==> src/hw/rtl/cdm_pkg.sv <==
// ----------------------------------------------------------------------------
// Card detect mount package
// Shared types and constants for the card detect and mount state machine.
// ----------------------------------------------------------------------------
`default_nettype none

package cdm_pkg;

  // Register map and widths.
  localparam int unsigned CdmAddrWidth = 3;
  localparam int unsigned CdmDataWidth = 32;
  localparam int unsigned CdmTickWidth = 16;

  // Register reset values.
  localparam logic [CdmTickWidth-1:0] CdmDebounceTicksRst = 16'd500;
  localparam logic                    CdmSystemBootedRst  = 1'b1;

  // Register indexes, taken from the word address.
  typedef enum logic {
    CDM_REG_DEBOUNCE_TICKS = 1'b0,
    CDM_REG_SYSTEM_BOOTED  = 1'b1
  } cdm_reg_e;

  // Card states, encoded as they appear on the result beat.
  typedef enum logic [2:0] {
    CDM_ST_START     = 3'd0,
    CDM_ST_MOUNTED   = 3'd1,
    CDM_ST_FAILED    = 3'd2,
    CDM_ST_UNMOUNTED = 3'd3,
    CDM_ST_DEBOUNCE  = 3'd4
  } cdm_state_e;

  // Sample kinds on the cmd field.
  typedef enum logic {
    CDM_CMD_IRQ  = 1'b0,
    CDM_CMD_TICK = 1'b1
  } cdm_cmd_e;

  // One presence sample.
  typedef struct packed {
    logic cmd;
    logic card_present;
    logic usb_storage_active;
    logic usb_selects_card;
    logic mount_ok;
  } cdm_in_t;

  // One result beat.
  typedef struct packed {
    logic [2:0] state_code;
    logic       card_mounted;
    logic       media_fault;
    logic       mount_attempt;
    logic       unmount_pulse;
    logic       state_changed;
    logic       profile_reload;
  } cdm_out_t;

endpackage : cdm_pkg

`default_nettype wire

==> src/hw/rtl/card_detect_mount_fsm.sv <==
// ----------------------------------------------------------------------------
// Card detect mount state machine
// Follows a removable card through start, mounted, mount failed, unmounted
// and debounce, with a millisecond debounce timer and mount outcome input.
// ----------------------------------------------------------------------------
//
//   Channel   Direction  Handshake                 Payload
//   --------  ---------  ------------------------  ------------------------
//   in        sink       in_valid_i / in_stall_o   in_data_i  (cdm_in_t)
//   out       source     out_valid_o / out_stall_i out_data_o (cdm_out_t)
//   config    APB slave  psel / penable / pready   pwdata / prdata
//
// For each sample, the next state and the result beat are formed in one
// pass of logic from the state registers and land in the output register
// on the accepting edge, so a beat can be taken every cycle.
// The input stalls only while the output register holds a beat that the
// downstream side is stalling.
// Reset puts the machine in start with the timer disarmed and the registers
// at their reset values; no clearing pass is needed.
//
`default_nettype none

module card_detect_mount_fsm (
  input  wire logic                                 clk_i,
  input  wire logic                                 rst_ni,
  // Sample channel
  input  wire logic                                 in_valid_i,
  output      logic                                 in_stall_o,
  input  wire cdm_pkg::cdm_in_t                     in_data_i,
  // Result channel
  output      logic                                 out_valid_o,
  input  wire logic                                 out_stall_i,
  output      cdm_pkg::cdm_out_t                    out_data_o,
  // Configuration port
  input  wire logic                                 psel,
  input  wire logic                                 penable,
  input  wire logic                                 pwrite,
  input  wire logic [cdm_pkg::CdmAddrWidth-1:0]     paddr,
  input  wire logic [cdm_pkg::CdmDataWidth-1:0]     pwdata,
  output      logic [cdm_pkg::CdmDataWidth-1:0]     prdata,
  output      logic                                 pready
);

  import cdm_pkg::*;

  // Configuration registers.
  logic [CdmTickWidth-1:0] debounce_ticks_q;
  logic                    system_booted_q;

  // Machine state.
  cdm_state_e              state_q, state_d;
  logic [CdmTickWidth-1:0] elapsed_q, elapsed_d;
  logic                    armed_q, armed_d;
  logic                    fault_q, fault_d;

  // Output register.
  logic                    out_valid_q;
  cdm_out_t                out_q, out_d;

  logic                    in_accept;
  logic                    out_accept;
  logic                    cfg_write;
  cdm_reg_e                cfg_reg;

  // Temporaries of the single pass.
  logic                    present;
  logic                    is_tick;
  logic [CdmTickWidth-1:0] elapsed_adv;
  logic                    attempt;
  logic                    unmount;
  logic                    reload;

  assign in_accept  = in_valid_i && !in_stall_o;
  assign out_accept = out_valid_q && !out_stall_i;
  assign in_stall_o = out_valid_q && out_stall_i;

  // APB register access; the word address picks the register.
  assign pready    = 1'b1;
  assign cfg_write = psel && penable && pwrite && pready;
  assign cfg_reg   = cdm_reg_e'(paddr[2]);

  always_comb begin
    prdata = '0;
    case (cfg_reg)
      CDM_REG_DEBOUNCE_TICKS: prdata[CdmTickWidth-1:0] = debounce_ticks_q;
      CDM_REG_SYSTEM_BOOTED:  prdata[0] = system_booted_q;
      default:                prdata = '0;
    endcase
  end

  always_ff @(posedge clk_i or negedge rst_ni) begin
    if (!rst_ni) begin
      debounce_ticks_q <= CdmDebounceTicksRst;
      system_booted_q  <= CdmSystemBootedRst;
    end else if (cfg_write) begin
      case (cfg_reg)
        CDM_REG_DEBOUNCE_TICKS: debounce_ticks_q <= pwdata[CdmTickWidth-1:0];
        CDM_REG_SYSTEM_BOOTED:  system_booted_q  <= pwdata[0];
        default:                ;
      endcase
    end
  end

  // Next state and result beat: timer advance, presence event, then timeout.
  always_comb begin
    is_tick = (in_data_i.cmd == CDM_CMD_TICK);
    present = in_data_i.card_present &&
              !(in_data_i.usb_storage_active && in_data_i.usb_selects_card);

    // An armed timer counts ticks and saturates at full scale.
    elapsed_adv = elapsed_q;
    if (is_tick && armed_q && (elapsed_q != '1)) begin
      elapsed_adv = elapsed_q + CdmTickWidth'(1);
    end

    state_d   = state_q;
    elapsed_d = elapsed_adv;
    armed_d   = armed_q;
    fault_d   = fault_q;
    attempt   = 1'b0;
    unmount   = 1'b0;
    reload    = 1'b0;

    // Presence event; every transition here enters a new state.
    case (state_q)
      CDM_ST_START: begin
        if (present) begin
          attempt = 1'b1;
          if (in_data_i.mount_ok) begin
            state_d = CDM_ST_MOUNTED;
            fault_d = 1'b0;
            reload  = system_booted_q;
          end else begin
            state_d = CDM_ST_FAILED;
            fault_d = 1'b1;
          end
        end else begin
          state_d = CDM_ST_UNMOUNTED;
          fault_d = 1'b1;
        end
      end
      CDM_ST_MOUNTED: begin
        if (!present) begin
          unmount = 1'b1;
          state_d = CDM_ST_UNMOUNTED;
          fault_d = 1'b1;
        end
      end
      CDM_ST_FAILED: begin
        if (!present) begin
          state_d = CDM_ST_UNMOUNTED;
          fault_d = 1'b1;
        end
      end
      CDM_ST_UNMOUNTED: begin
        if (present) begin
          state_d   = CDM_ST_DEBOUNCE;
          fault_d   = 1'b1;
          armed_d   = 1'b1;
          elapsed_d = '0;
        end
      end
      CDM_ST_DEBOUNCE: begin
        if (!present) begin
          state_d = CDM_ST_UNMOUNTED;
          fault_d = 1'b1;
          armed_d = 1'b0;
        end
      end
      default: ;
    endcase

    // Timeout: the debounce window has run out, so try the mount.
    if (is_tick && armed_d && (elapsed_d >= debounce_ticks_q)) begin
      armed_d = 1'b0;
      if (state_d == CDM_ST_DEBOUNCE) begin
        attempt = 1'b1;
        if (in_data_i.mount_ok) begin
          state_d = CDM_ST_MOUNTED;
          fault_d = 1'b0;
          reload  = reload || system_booted_q;
        end else begin
          state_d = CDM_ST_FAILED;
          fault_d = 1'b1;
        end
      end
    end

    out_d.state_code     = state_d;
    out_d.card_mounted   = (state_d == CDM_ST_MOUNTED);
    out_d.media_fault    = fault_d;
    out_d.mount_attempt  = attempt;
    out_d.unmount_pulse  = unmount;
    out_d.state_changed  = (state_d != state_q);
    out_d.profile_reload = reload;
  end

  // State registers advance on every accepted sample.
  always_ff @(posedge clk_i or negedge rst_ni) begin
    if (!rst_ni) begin
      state_q   <= CDM_ST_START;
      elapsed_q <= '0;
      armed_q   <= 1'b0;
      fault_q   <= 1'b0;
    end else if (in_accept) begin
      state_q   <= state_d;
      elapsed_q <= elapsed_d;
      armed_q   <= armed_d;
      fault_q   <= fault_d;
    end
  end

  // Output register: filled by an accepted sample, emptied by a taken beat.
  always_ff @(posedge clk_i or negedge rst_ni) begin
    if (!rst_ni) begin
      out_valid_q <= 1'b0;
    end else if (in_accept) begin
      out_valid_q <= 1'b1;
    end else if (out_accept) begin
      out_valid_q <= 1'b0;
    end
  end

  always_ff @(posedge clk_i) begin
    if (in_accept) begin
      out_q <= out_d;
    end
  end

  assign out_valid_o = out_valid_q;
  assign out_data_o  = out_q;

  // The debounce timer is only ever armed while debouncing.
  a_armed_in_debounce: assert property (@(posedge clk_i) disable iff (!rst_ni)
    armed_q |-> (state_q == CDM_ST_DEBOUNCE))
    else $error("debounce timer armed outside debounce state");

  // An accepted sample always leaves a beat in the output register.
  a_accept_fills_out: assert property (@(posedge clk_i) disable iff (!rst_ni)
    in_accept |=> out_valid_q)
    else $error("accepted sample produced no result beat");

  // The reported state follows the state register after each sample.
  a_state_tracks: assert property (@(posedge clk_i) disable iff (!rst_ni)
    in_accept |=> (out_q.state_code == state_q))
    else $error("result state differs from state register");

  // A profile reload only comes with a freshly mounted card.
  a_reload_mounted: assert property (@(posedge clk_i) disable iff (!rst_ni)
    (out_valid_q && out_q.profile_reload) |->
      (out_q.card_mounted && out_q.state_changed))
    else $error("profile reload without entering mounted");

  // Once start is left, the fault flag is the inverse of mounted.
  a_fault_consistent: assert property (@(posedge clk_i) disable iff (!rst_ni)
    (state_q != CDM_ST_START) |-> (fault_q == (state_q != CDM_ST_MOUNTED)))
    else $error("media fault flag out of step with state");

endmodule : card_detect_mount_fsm

`default_nettype wire
==> config.mk <==
export PLATFORM = sky130hd
export DESIGN_NAME = card_detect_mount_fsm
export DESIGN_NICKNAME = d
export VERILOG_FILES = /design/src/hw/rtl/cdm_pkg.sv /design/src/hw/rtl/card_detect_mount_fsm.sv
export SDC_FILE = /design/constraint.sdc
export NUM_CORES = 1
export LEC_CHECK = 0
export BUFFER_PORTS_ARGS = -buffer_cell sky130_fd_sc_hd__buf_2
export CAP_MARGIN = 0
export CORE_MARGIN = 5
export CORE_UTILIZATION = 35
export CTS_BUF_LIST = sky130_fd_sc_hd__clkbuf_4 sky130_fd_sc_hd__clkbuf_8
export DETAILED_ROUTE_END_ITERATION = 8
export PLACE_DENSITY = 0.61
export REMOVE_ABC_BUFFERS = 1
export SYNTH_ARGS = -nofsm -noshare
export SYNTH_HDL_FRONTEND = slang
export SYNTH_SLANG_ARGS = --single-unit
==> constraint.sdc <==
create_clock -name clk_i -period 4.18 [get_ports clk_i]
set_clock_uncertainty 0.15 [all_clocks]
set_input_delay 0.209 -clock clk_i [delete_from_list [all_inputs] [get_ports clk_i]]
set_output_delay 0.209 -clock clk_i [all_outputs]
set_load 0.01 [all_outputs]
==> results.json, run 1 <==
{
  "status": "complete, no violations",
  "synth_edf_count": 9,
  "min_period_over_period_pct": 92.1,
  "grt_pass1_wl_microns": 12500,
  "area_growth_pct": 17.2,
  "grtUsageMet1_pct": 16.6,
  "p_clk_share_pct": 23.1,
  "wl_per_cell_microns": 13.7,
  "pre_cts_ws_ps": 127,
  "p_leak_nw": 1.76,
  "drive_above_1_share_pct": 25.8,
  "vias_per_cell": 5.12,
  "drt_iter0_markers": 133,
  "htreeDepth": 2,
  "boundaryPins": 91,
  "seqPwrFrac_pct": 48.2,
  "worst_setup_path_end_kind": "flop",
  "antenna_found_initial": 0,
  "syn-cell-area_sq_mm": 0.00328,
  "synth_seq_cells": 48,
  "min_path_type": "in2reg",
  "fin_nets": 490,
  "final_cell_area_sq_mm": 0.00384,
  "start_kind": "flop",
  "p_switching_w": 0.000396,
  "swShare_pct": 32.5,
  "setup_ws_ps": 332,
  "cts_tree": "done",
  "cts_buffers": 5,
  "ff2ff_path_depth": 16,
  "coreArea_sq_mm": 0.00920,
  "fin_cells": 538,
  "postPlaceCellArea_sq_mm": 0.00355,
  "worst_pin_slew_ps": 891,
  "vias": 2753,
  "ys_types": 59,
  "whs_ps": 4.33,
  "firstDrtPassIters": 4,
  "avgSynthCellArea_sq_um": 9.10,
  "fin_setup_tns_ps": 0,
  "grt_pass1_vias": 2681,
  "crit_arrival_ps": 3750,
  "synth_most_common_cell": "nor2_1",
  "synth_top_cell_area_share_pct": 24.4,
  "die_w_microns": 107,
  "synth_cells": 360,
  "grt_use_met3_pct": 2.17,
  "yosysWarnings": 0,
  "gp_congestion": 0.818,
  "ant_nets": 0,
  "ir_worst_vdd_v": 0.000214,
  "seqCellArea_sq_mm": 0.00125,
  "multi_input_area_sq_mm": 0.00179,
  "synthTopCellsByCount": "nor2_1 (42), dfrtp_1 (32), nand2_1 (31), o21ai_0 (25), a21oi_1 (24)",
  "drc": 0,
  "relSlewSlack_pct": 40.6,
  "root_buffer": "clkbuf_8",
  "cts.sinks": 48,
  "finalMaxSlewViolations": 0,
  "use_met2_pct": 23.0,
  "hold_viol": 0,
  "async_flop_share_pct": 81.3,
  "die_area_sq_mm": 0.0114,
  "rsz0062_at_grt": "no",
  "grt_start_max_net_pins": 40,
  "ys.flop_type": "dfrtp_1",
  "reg2reg_slack_ps": 330,
  "power_frac_comb_pct": 28.7,
  "maxCapViolations": 0,
  "clk_pin_slew_worst_paths_ps": 90,
  "grt.busiest_layer": "met2",
  "fmax_mhz": 260,
  "start_util_pct": 35.6,
  "io_buffers": 55,
  "grt_overflow": 0,
  "criticalPathCategory": "reg2reg",
  "internal-power_w": 0.000823,
  "min_period_ps": 3850,
  "cts_buffer_depth": 2,
  "power.density_mw_per_mm2": 317,
  "gr-usage-all-layers_pct": 13.2,
  "clk_latency_ps": 300,
  "die_h_microns": 107,
  "fillCellCount": 927,
  "yosys.area.top_type": "dfrtp_1",
  "ys_seq_area_share_pct": 38.3,
  "diodes": 0,
  "place_hpwl_microns": 5530,
  "wirelength_microns": 7370,
  "cp_max_fo": 6,
  "core.rowCount": 35,
  "dp_cells": 511,
  "final-setup-viol-count": 0,
  "hold-path-cell-count": 3,
  "synth_area_leaders": "dfrtp_1 (24%), edfxtp_1 (8.3%), ha_1 (6.5%)",
  "worstPathRequired_ps": 4080
}
power groups by stage:
stage	registers [W]	clock network, W	logic (W)
floorplan	0.000589	0	0.000230
global placement	0.000594	0	0.000328
detailed placement	0.000598	0	0.000341
CTS	0.000588	0.000293	0.000356
global route	0.000597	0.000305	0.000402
finish	0.000588	0.000281	0.000350
state kept, by name (all words and copies together), names as in the netlist:
name,cells
armed_q,1
debounce_ticks_q,16
elapsed_q,16
fault_q,1
out_data_o,9
out_valid_o,1
state_q,3
system_booted_q,1
kinds of logic after synthesis:
family	Yosys count	synth area share [%]
AO/OA/AOI/OAI	86	17.2
XOR/XNOR	15	4.01
adder cells (fa/ha/maj)	17	6.49
buffers and inverters	55	9.43
flip-flops	48	38.3
multiplexers	21	7.41
other	2	0.229
AND/OR/NAND/NOR	116	16.9
critical path, stage by stage (launching register included):
cell and delay [ps]:
dfrtp_1 440, ha_1 240, and3_1 200, nand3_1 110, nand2_1 100, nor2_4 150, nand3_1 130, xor2_1 170
nor2_1 130, ha_1 270, a21oi_2 160, o21ai_2 100, a2111oi_4 310, o211ai_2 190, a311o_2 470, a21oi_1 200
a21oi_1 60
through the flow:
stage                     utilization, %  total power (W)
after floorplan                        -         0.000818
after global placement              38.6         0.000922
after CTS                           41.5          0.00124
after detailed placement            38.6         0.000938
after global routing                41.8          0.00130
final                               41.8          0.00122
layout by cell type (no fill, tap or decap), types with 2 or more instances in the layout:
cell,Yosys,final
o31ai_1,10,10
dlygate4sd3_1,0,18
o21ai_0,25,25
mux2_4,2,2
and3_1,6,6
nand2b_1,2,2
buf_2,5,55
buf_4,19,5
nand4_1,5,5
nor2_1,42,40
nand3_1,9,9
dfstp_2,7,7
edfxtp_1,9,9
and2_1,4,4
inv_1,21,21
conb_1,2,17
and4_1,2,2
a21oi_1,24,24
nand2_1,31,31
mux2_2,18,18
a31oi_1,3,3
xor2_1,11,11
a22oi_1,2,2
xnor2_1,4,4
a21oi_2,2,2
dfrtp_1,32,32
nor3_1,3,3
nor2b_1,5,3
ha_1,17,17
o21ai_1,2,2
clkbuf_8,1,5
layer usage:
layer | routed length (microns) | vias up
li1 | - | 1361
met1 | 3210 | 1298
met2 | 3630 | 83
met3 | 402 | 11
met4 | 130 | 0
met5 | 0 | -
layout make-up:
type	instances	share of cell area, %
tap	111	3.62
clock buffer	5	1.79
inverter	21	2.05
timing repair buffer	78	12.8
multi-input combinational	272	46.6
clock inverter	3	0.456
sequential	48	32.7
final timing paths:
check	startpoint	end
worst max register to register	elapsed_q[0]$_DFFE_PN0P_	out_data_o[7]$_DFFE_PP_
max in group asynchronous	rst_ni	elapsed_q[12]$_DFFE_PN0P_
min in group asynchronous	rst_ni	debounce_ticks_q[11]$_DFFE_PN0P_
worst max-delay path	elapsed_q[0]$_DFFE_PN0P_	out_data_o[7]$_DFFE_PP_
worst min register to register	debounce_ticks_q[13]$_DFFE_PN0P_	debounce_ticks_q[13]$_DFFE_PN0P_
worst min-delay path	out_stall_i	out_valid_o$_DFFE_PN0P_
repair_timing:
| action | in CTS | in global routing |
|---|---|---|
| hold endpoints to repair | 49 | 0 |
| endpoints found under the setup margin | 0 | 11 |
| hold buffers | 18 | 0 |
| resized for setup | 0 | 6 |
| buffers inserted | 0 | 1 |
No activity file was read; power rests on OpenSTA's default activity.
==> run 2: changes to the inputs <==
--- a/config.mk
+++ b/config.mk
@@ -7,11 +7,13 @@
 export LEC_CHECK = 0
 export BUFFER_PORTS_ARGS = -buffer_cell sky130_fd_sc_hd__buf_2
 export CAP_MARGIN = 0
+export CELL_PAD_IN_SITES_DETAIL_PLACEMENT = 1
+export CELL_PAD_IN_SITES_GLOBAL_PLACEMENT = 2
 export CORE_MARGIN = 5
-export CORE_UTILIZATION = 35
+export CORE_UTILIZATION = 32
 export CTS_BUF_LIST = sky130_fd_sc_hd__clkbuf_4 sky130_fd_sc_hd__clkbuf_8
 export DETAILED_ROUTE_END_ITERATION = 8
-export PLACE_DENSITY = 0.61
+export PLACE_DENSITY = 0.86
 export REMOVE_ABC_BUFFERS = 1
 export SYNTH_ARGS = -nofsm -noshare
 export SYNTH_HDL_FRONTEND = slang
==> run 2 against run 1 <==
Against the previous run:
- register-to-register slack is essentially flat
- hold slack gained 120 ps
- clock power grew 25%
- setup slack lost 3.6 ps
- clock-buffer cell count grew 1
- critical path type unchanged
==> results.json, run 2 (synthesis results as in run 1) <==
{
  "status": "complete, no violations",
  "r2r_end": "out_data_o[7]$_DFFE_PP_",
  "fmax_mhz": 260,
  "area_growth_pct": 19.6,
  "start_kind": "flop",
  "cts_tree": "done",
  "worst-path-stages": 16,
  "cp_num_buf_inv": 0,
  "drt_iter0_markers": 123,
  "path_cells": "ha_1 -> and3_1 -> nand3_1 -> nand2_1 -> nor2_4 -> and2_1 -> xnor2_1 -> nor2_1 -> ha_1 -> a21oi_2 -> o21ai_2 -> a2111oi_4 -> o211ai_2 -> a311o_2 -> a21oi_1 -> a21oi_1",
  "worst_pin_slew_ps": 924,
  "grt_overflow": 0,
  "drc": 0,
  "worst_setup_path_end_kind": "flop",
  "start_util_pct": 32.3,
  "reg2reg_slack_ps": 330,
  "relSlewSlack_pct": 38.4,
  "die_h_microns": 111,
  "cp_max_fo": 6,
  "die_area_sq_mm": 0.0124,
  "drive_above_1_share_pct": 26.0,
  "final_common_cell": "buf_2",
  "wirelength_microns": 8650,
  "root_buffer": "clkbuf_8",
  "core.rowCount": 37,
  "place_hpwl_microns": 6330,
  "criticalPathCategory": "reg2reg",
  "final_core_util_pct": 38.7,
  "grt_pass1_wl_microns": 14900,
  "maxCapViolations": 0,
  "cts.sinks": 48,
  "fin_nets": 494,
  "wl_per_cell_microns": 15.3,
  "min_path_type": "in2reg",
  "ff2ff_path_depth": 16,
  "crit_arrival_ps": 3760,
  "min_period_ps": 3850,
  "gr-usage-all-layers_pct": 14.3,
  "clk_pin_slew_worst_paths_ps": 100,
  "gp_congestion": 0.771,
  "layout_common_cells": "buf_2 (55), nor2_1 (41), dfrtp_1 (32)",
  "p_leak_nw": 1.79,
  "power.density_mw_per_mm2": 334,
  "ant_nets": 0,
  "fin_setup_tns_ps": 0,
  "crit_family": "compound AO/OA/AOI/OAI gates",
  "final-setup-viol-count": 0,
  "critPathMaxStageDelay_ps": 460,
  "hp-start": "pwrite",
  "rsz0062_at_grt": "no",
  "critPathSlowestCell": "a311o_2",
  "vias": 2818,
  "diodes": 0,
  "io_buffers": 55,
  "r2r_start": "elapsed_q[0]$_DFFE_PN0P_",
  "crit_start": "elapsed_q[0]$_DFFE_PN0P_",
  "grt_pass1_vias": 3035,
  "ir_worst_vdd_v": 0.000134,
  "clk_latency_ps": 310,
  "firstDrtPassIters": 4,
  "crit_path_end": "out_data_o[7]$_DFFE_PP_",
  "hold_viol": 0,
  "boundaryPins": 91,
  "cts_buffers": 5,
  "antenna_found_initial": 0,
  "grt_start_max_net_pins": 40,
  "finalMaxSlewViolations": 0,
  "htreeDepth": 2,
  "cts_buffer_depth": 2,
  "worstPathRequired_ps": 4090,
  "die_w_microns": 111,
  "coreArea_sq_mm": 0.0101,
  "min_period_over_period_pct": 92.1,
  "vias_per_cell": 4.97
}
==> run 2: cell count changes in the layout (fill, tap and decap cells not counted), sizes merged <==
cell         before  now
clkbuf            5    6
clkinv            2    1
bufinv            0    1
buf              60   63
dlygate4sd3      18   19
inv              22   21
==> run 2: layout make-up <==
cell class | instances | area [sq um]
Clock buffer | 6 | 76.3
Clock inverter | 2 | 35.0
Fill cell | 1198 | 6220
Inverter | 21 | 78.8
Multi-Input combinational cell | 272 | 1780
Sequential cell | 48 | 1250
Tap cell | 136 | 170
Timing Repair Buffer | 82 | 526
==> run 2: worst min path at each step <==
stage / to / depth (start not counted)
final: system_booted_q$_DFFE_PN1P_ / 3
after global routing: system_booted_q$_DFFE_PN1P_ / 3
after CTS: system_booted_q$_DFFE_PN1P_ / 3
after detailed placement: elapsed_q[7]$_DFFE_PN0P_ / 1
after global placement: elapsed_q[6]$_DFFE_PN0P_ / 1
after floorplan: armed_q$_DFFE_PN0P_ / 0
==> run 2: through the flow <==
stage | hold WS (ps) | setup WS (ps) | instances | instance area, sq um | total power [W]
2_1_floorplan | -237 | 336 | 341 | 3100 | 0.000818
3_3_place_gp | 246 | 279 | 539 | 3600 | 0.000925
3_5_place_dp | 254 | 201 | 539 | 3600 | 0.000954
4_1_cts | 121 | 176 | 566 | 3900 | 0.00132
5_1_grt | 134 | 34.4 | 567 | 3920 | 0.00140
6_report | 129 | 328 | 567 | 3920 | 0.00131
==> run 2: power by group <==
group	switching (W)	leakage (nW)	internal, W
Clock	0.000166	0.0586	0.000184
Combinational	0.000203	1.17	0.000164
Sequential	0.0000456	0.559	0.000546
==> run 2: worst register-to-register path, cell delays in order, from the launching register on <==
cell and delay [ps]:
dfrtp_1 450, ha_1 260, and3_1 200, nand3_1 100, nand2_1 90, nor2_4 150
and2_1 180, xnor2_1 160, nor2_1 90, ha_1 320, a21oi_2 150, o21ai_2 90
a2111oi_4 300, o211ai_2 170, a311o_2 460, a21oi_1 190, a21oi_1 80
==> run 2: what timing repair did <==
item                       CTS  global route
resized for setup            0             3
buffers inserted             0             1
hold buffers                19             0
hold endpoints to repair    50             0
setup endpoints to repair    0             7
==> run 2: layer usage <==
metal / up-vias / part of all wire (%) / track usage (%)
met1: 1383 / 46 / 17.9
met3: 6 / 3.7 / 2.29
li1: 1370 / - / -
met5: - / 0 / 0
met4: 0 / 1.2 / 4.06
met2: 59 / 49 / 25.4
==> run 3: changes to the inputs <==
--- a/config.mk
+++ b/config.mk
@@ -13,6 +13,7 @@
 export CORE_UTILIZATION = 32
 export CTS_BUF_LIST = sky130_fd_sc_hd__clkbuf_4 sky130_fd_sc_hd__clkbuf_8
 export DETAILED_ROUTE_END_ITERATION = 8
+export MAX_ROUTING_LAYER = met4
 export PLACE_DENSITY = 0.86
 export REMOVE_ABC_BUFFERS = 1
 export SYNTH_ARGS = -nofsm -noshare
==> run 3 against run 2 <==
Against the previous run:
- sequential cell count unchanged
- clock-buffer cell count unchanged
- critical path depth decreased by 1
- first-iteration DRC count increased by 8.1%
- setup slack got worse by 4.6 ps
- hold slack improved by 0.79 ps
- non-clock buffer count unchanged
- sequential power about the same
- via count about the same
- fmax decreased by 0.12%
- critical path type unchanged
==> results.json, run 3 (synthesis results as in run 1) <==
{
  "status": "complete, no violations",
  "fin_cells": 567,
  "fin_setup_tns_ps": 0,
  "die_h_microns": 111,
  "wl_per_cell_microns": 15.3,
  "clk_pin_slew_worst_paths_ps": 90,
  "fin_nets": 494,
  "seqCellArea_sq_mm": 0.00125,
  "layout_common_cells": "buf_2 (55), nor2_1 (41), dfrtp_1 (32)",
  "cts_tree": "done",
  "finalMaxSlewViolations": 0,
  "crit_arrival_ps": 3760,
  "diodes": 0,
  "place_hpwl_microns": 6330,
  "min_period_over_period_pct": 92.3,
  "wirelength_microns": 8650,
  "gr-usage-all-layers_pct": 14.8,
  "cts_buffer_depth": 2,
  "vias_per_cell": 4.97,
  "power.density_mw_per_mm2": 333,
  "final_common_cell": "buf_2",
  "relSlewSlack_pct": 38.7,
  "cts.sinks": 48,
  "cts_buffers": 5,
  "worst_pin_slew_ps": 919,
  "min_path_type": "in2reg",
  "final_cell_area_sq_mm": 0.00392,
  "grt_pass1_wl_microns": 15000,
  "dp_cells": 539,
  "htreeDepth": 2,
  "hold_viol": 0,
  "coreArea_sq_mm": 0.0101,
  "rsz0062_at_grt": "no",
  "postPlaceCellArea_sq_mm": 0.00360,
  "drive_above_1_share_pct": 26.0,
  "drt_iter0_markers": 133,
  "path_cells": "ha_1 -> and3_1 -> nand2_1 -> o21ba_1 -> nand3_1 -> xor2_1 -> nor2_1 -> ha_1 -> nand2_1 -> nor2_1 -> a211oi_1 -> o211ai_2 -> a311o_2 -> a21oi_1 -> a21oi_1",
  "die_area_sq_mm": 0.0124,
  "fillCellCount": 1198,
  "boundaryPins": 91,
  "drc": 0,
  "whs_ps": 130,
  "gp_congestion": 0.781,
  "criticalPathCategory": "reg2reg",
  "die_w_microns": 111,
  "core.rowCount": 37,
  "worstPathRequired_ps": 4090,
  "grt_start_max_net_pins": 40,
  "grt_overflow": 0,
  "critPathMaxStageDelay_ps": 460,
  "multi_input_area_sq_mm": 0.00178,
  "start_util_pct": 32.3,
  "vias": 2816,
  "p_leak_nw": 1.79,
  "firstDrtPassIters": 4,
  "worst_setup_path_end_kind": "flop",
  "min_period_ps": 3860,
  "final-setup-viol-count": 0,
  "area_growth_pct": 19.6,
  "ant_nets": 0,
  "start_kind": "flop",
  "antenna_found_initial": 0,
  "grt_pass1_vias": 3036,
  "fmax_mhz": 259,
  "root_buffer": "clkbuf_8",
  "critPathSlowestCell": "a311o_2",
  "cp_max_fo": 8,
  "clk_latency_ps": 320,
  "maxCapViolations": 0,
  "ir_worst_vdd_v": 0.000134,
  "io_buffers": 55
}
==> run 3: layout make-up <==
type,instances,share of cell area (%)
inverter,21,2.01
sequential,48,32.0
timing repair buffer,82,13.4
clock inverter,2,0.894
tap,136,4.34
clock buffer,6,1.95
multi-input combinational,272,45.4
==> run 3: path summary, 6_finish.rpt <==
kind                                                         end  slack [ps]  cells after the start                              from
worst max-delay path                     out_data_o[7]$_DFFE_PP_         320                     15          elapsed_q[0]$_DFFE_PN0P_
worst min-delay path                 system_booted_q$_DFFE_PN1P_         130                      3                            pwrite
worst max register to register           out_data_o[7]$_DFFE_PP_         320                     15          elapsed_q[0]$_DFFE_PN0P_
worst min register to register  debounce_ticks_q[11]$_DFFE_PN0P_         360                      1  debounce_ticks_q[11]$_DFFE_PN0P_
max in group asynchronous       debounce_ticks_q[13]$_DFFE_PN0P_        2880                      2                            rst_ni
min in group asynchronous               elapsed_q[5]$_DFFE_PN0P_         410                      2                            rst_ni
==> run 3: layer usage <==
layer	vias to the layer above	wire, microns	track usage [%]
li1	1372	-	-
met1	1376	3990	18.1
met4	0	112	4.06
met2	60	4240	25.4
met5	-	0	-
met3	8	308	2.24
==> run 3: where the power goes <==
part	total [W]	switching [W]	internal [W]	leakage [nW]
registers	0.000591	0.0000455	0.000546	0.559
clock network	0.000348	0.000164	0.000184	0.0586
logic	0.000367	0.000203	0.000163	1.17
total	0.00131	0.000413	0.000894	1.79
==> run 3: metrics by stage <==
stage	power (W)	setup WS, ps	utilization (%)
finish	0.00131	324	38.7
global route	0.00140	34.1	38.7
CTS	0.00132	176	38.5
detailed placement	0.000954	201	35.5
global placement	0.000925	279	35.5
floorplan	0.000818	336	-
==> run 3: timing repair <==
action | 4_1_cts | 5_1_grt
hold buffers | 19 | 0
setup endpoints to repair | 0 | 7
buffers inserted | 0 | 1
hold endpoints to repair | 50 | 0
resized for setup | 0 | 3
==> run 3: critical path, delay by kind of cell (launching register included) <==
family,cells,cell delay [ps]
compound gates,6,1630
xor+xnor,1,210
simple gates,6,630
fa+ha+maj,2,530
flops,1,450
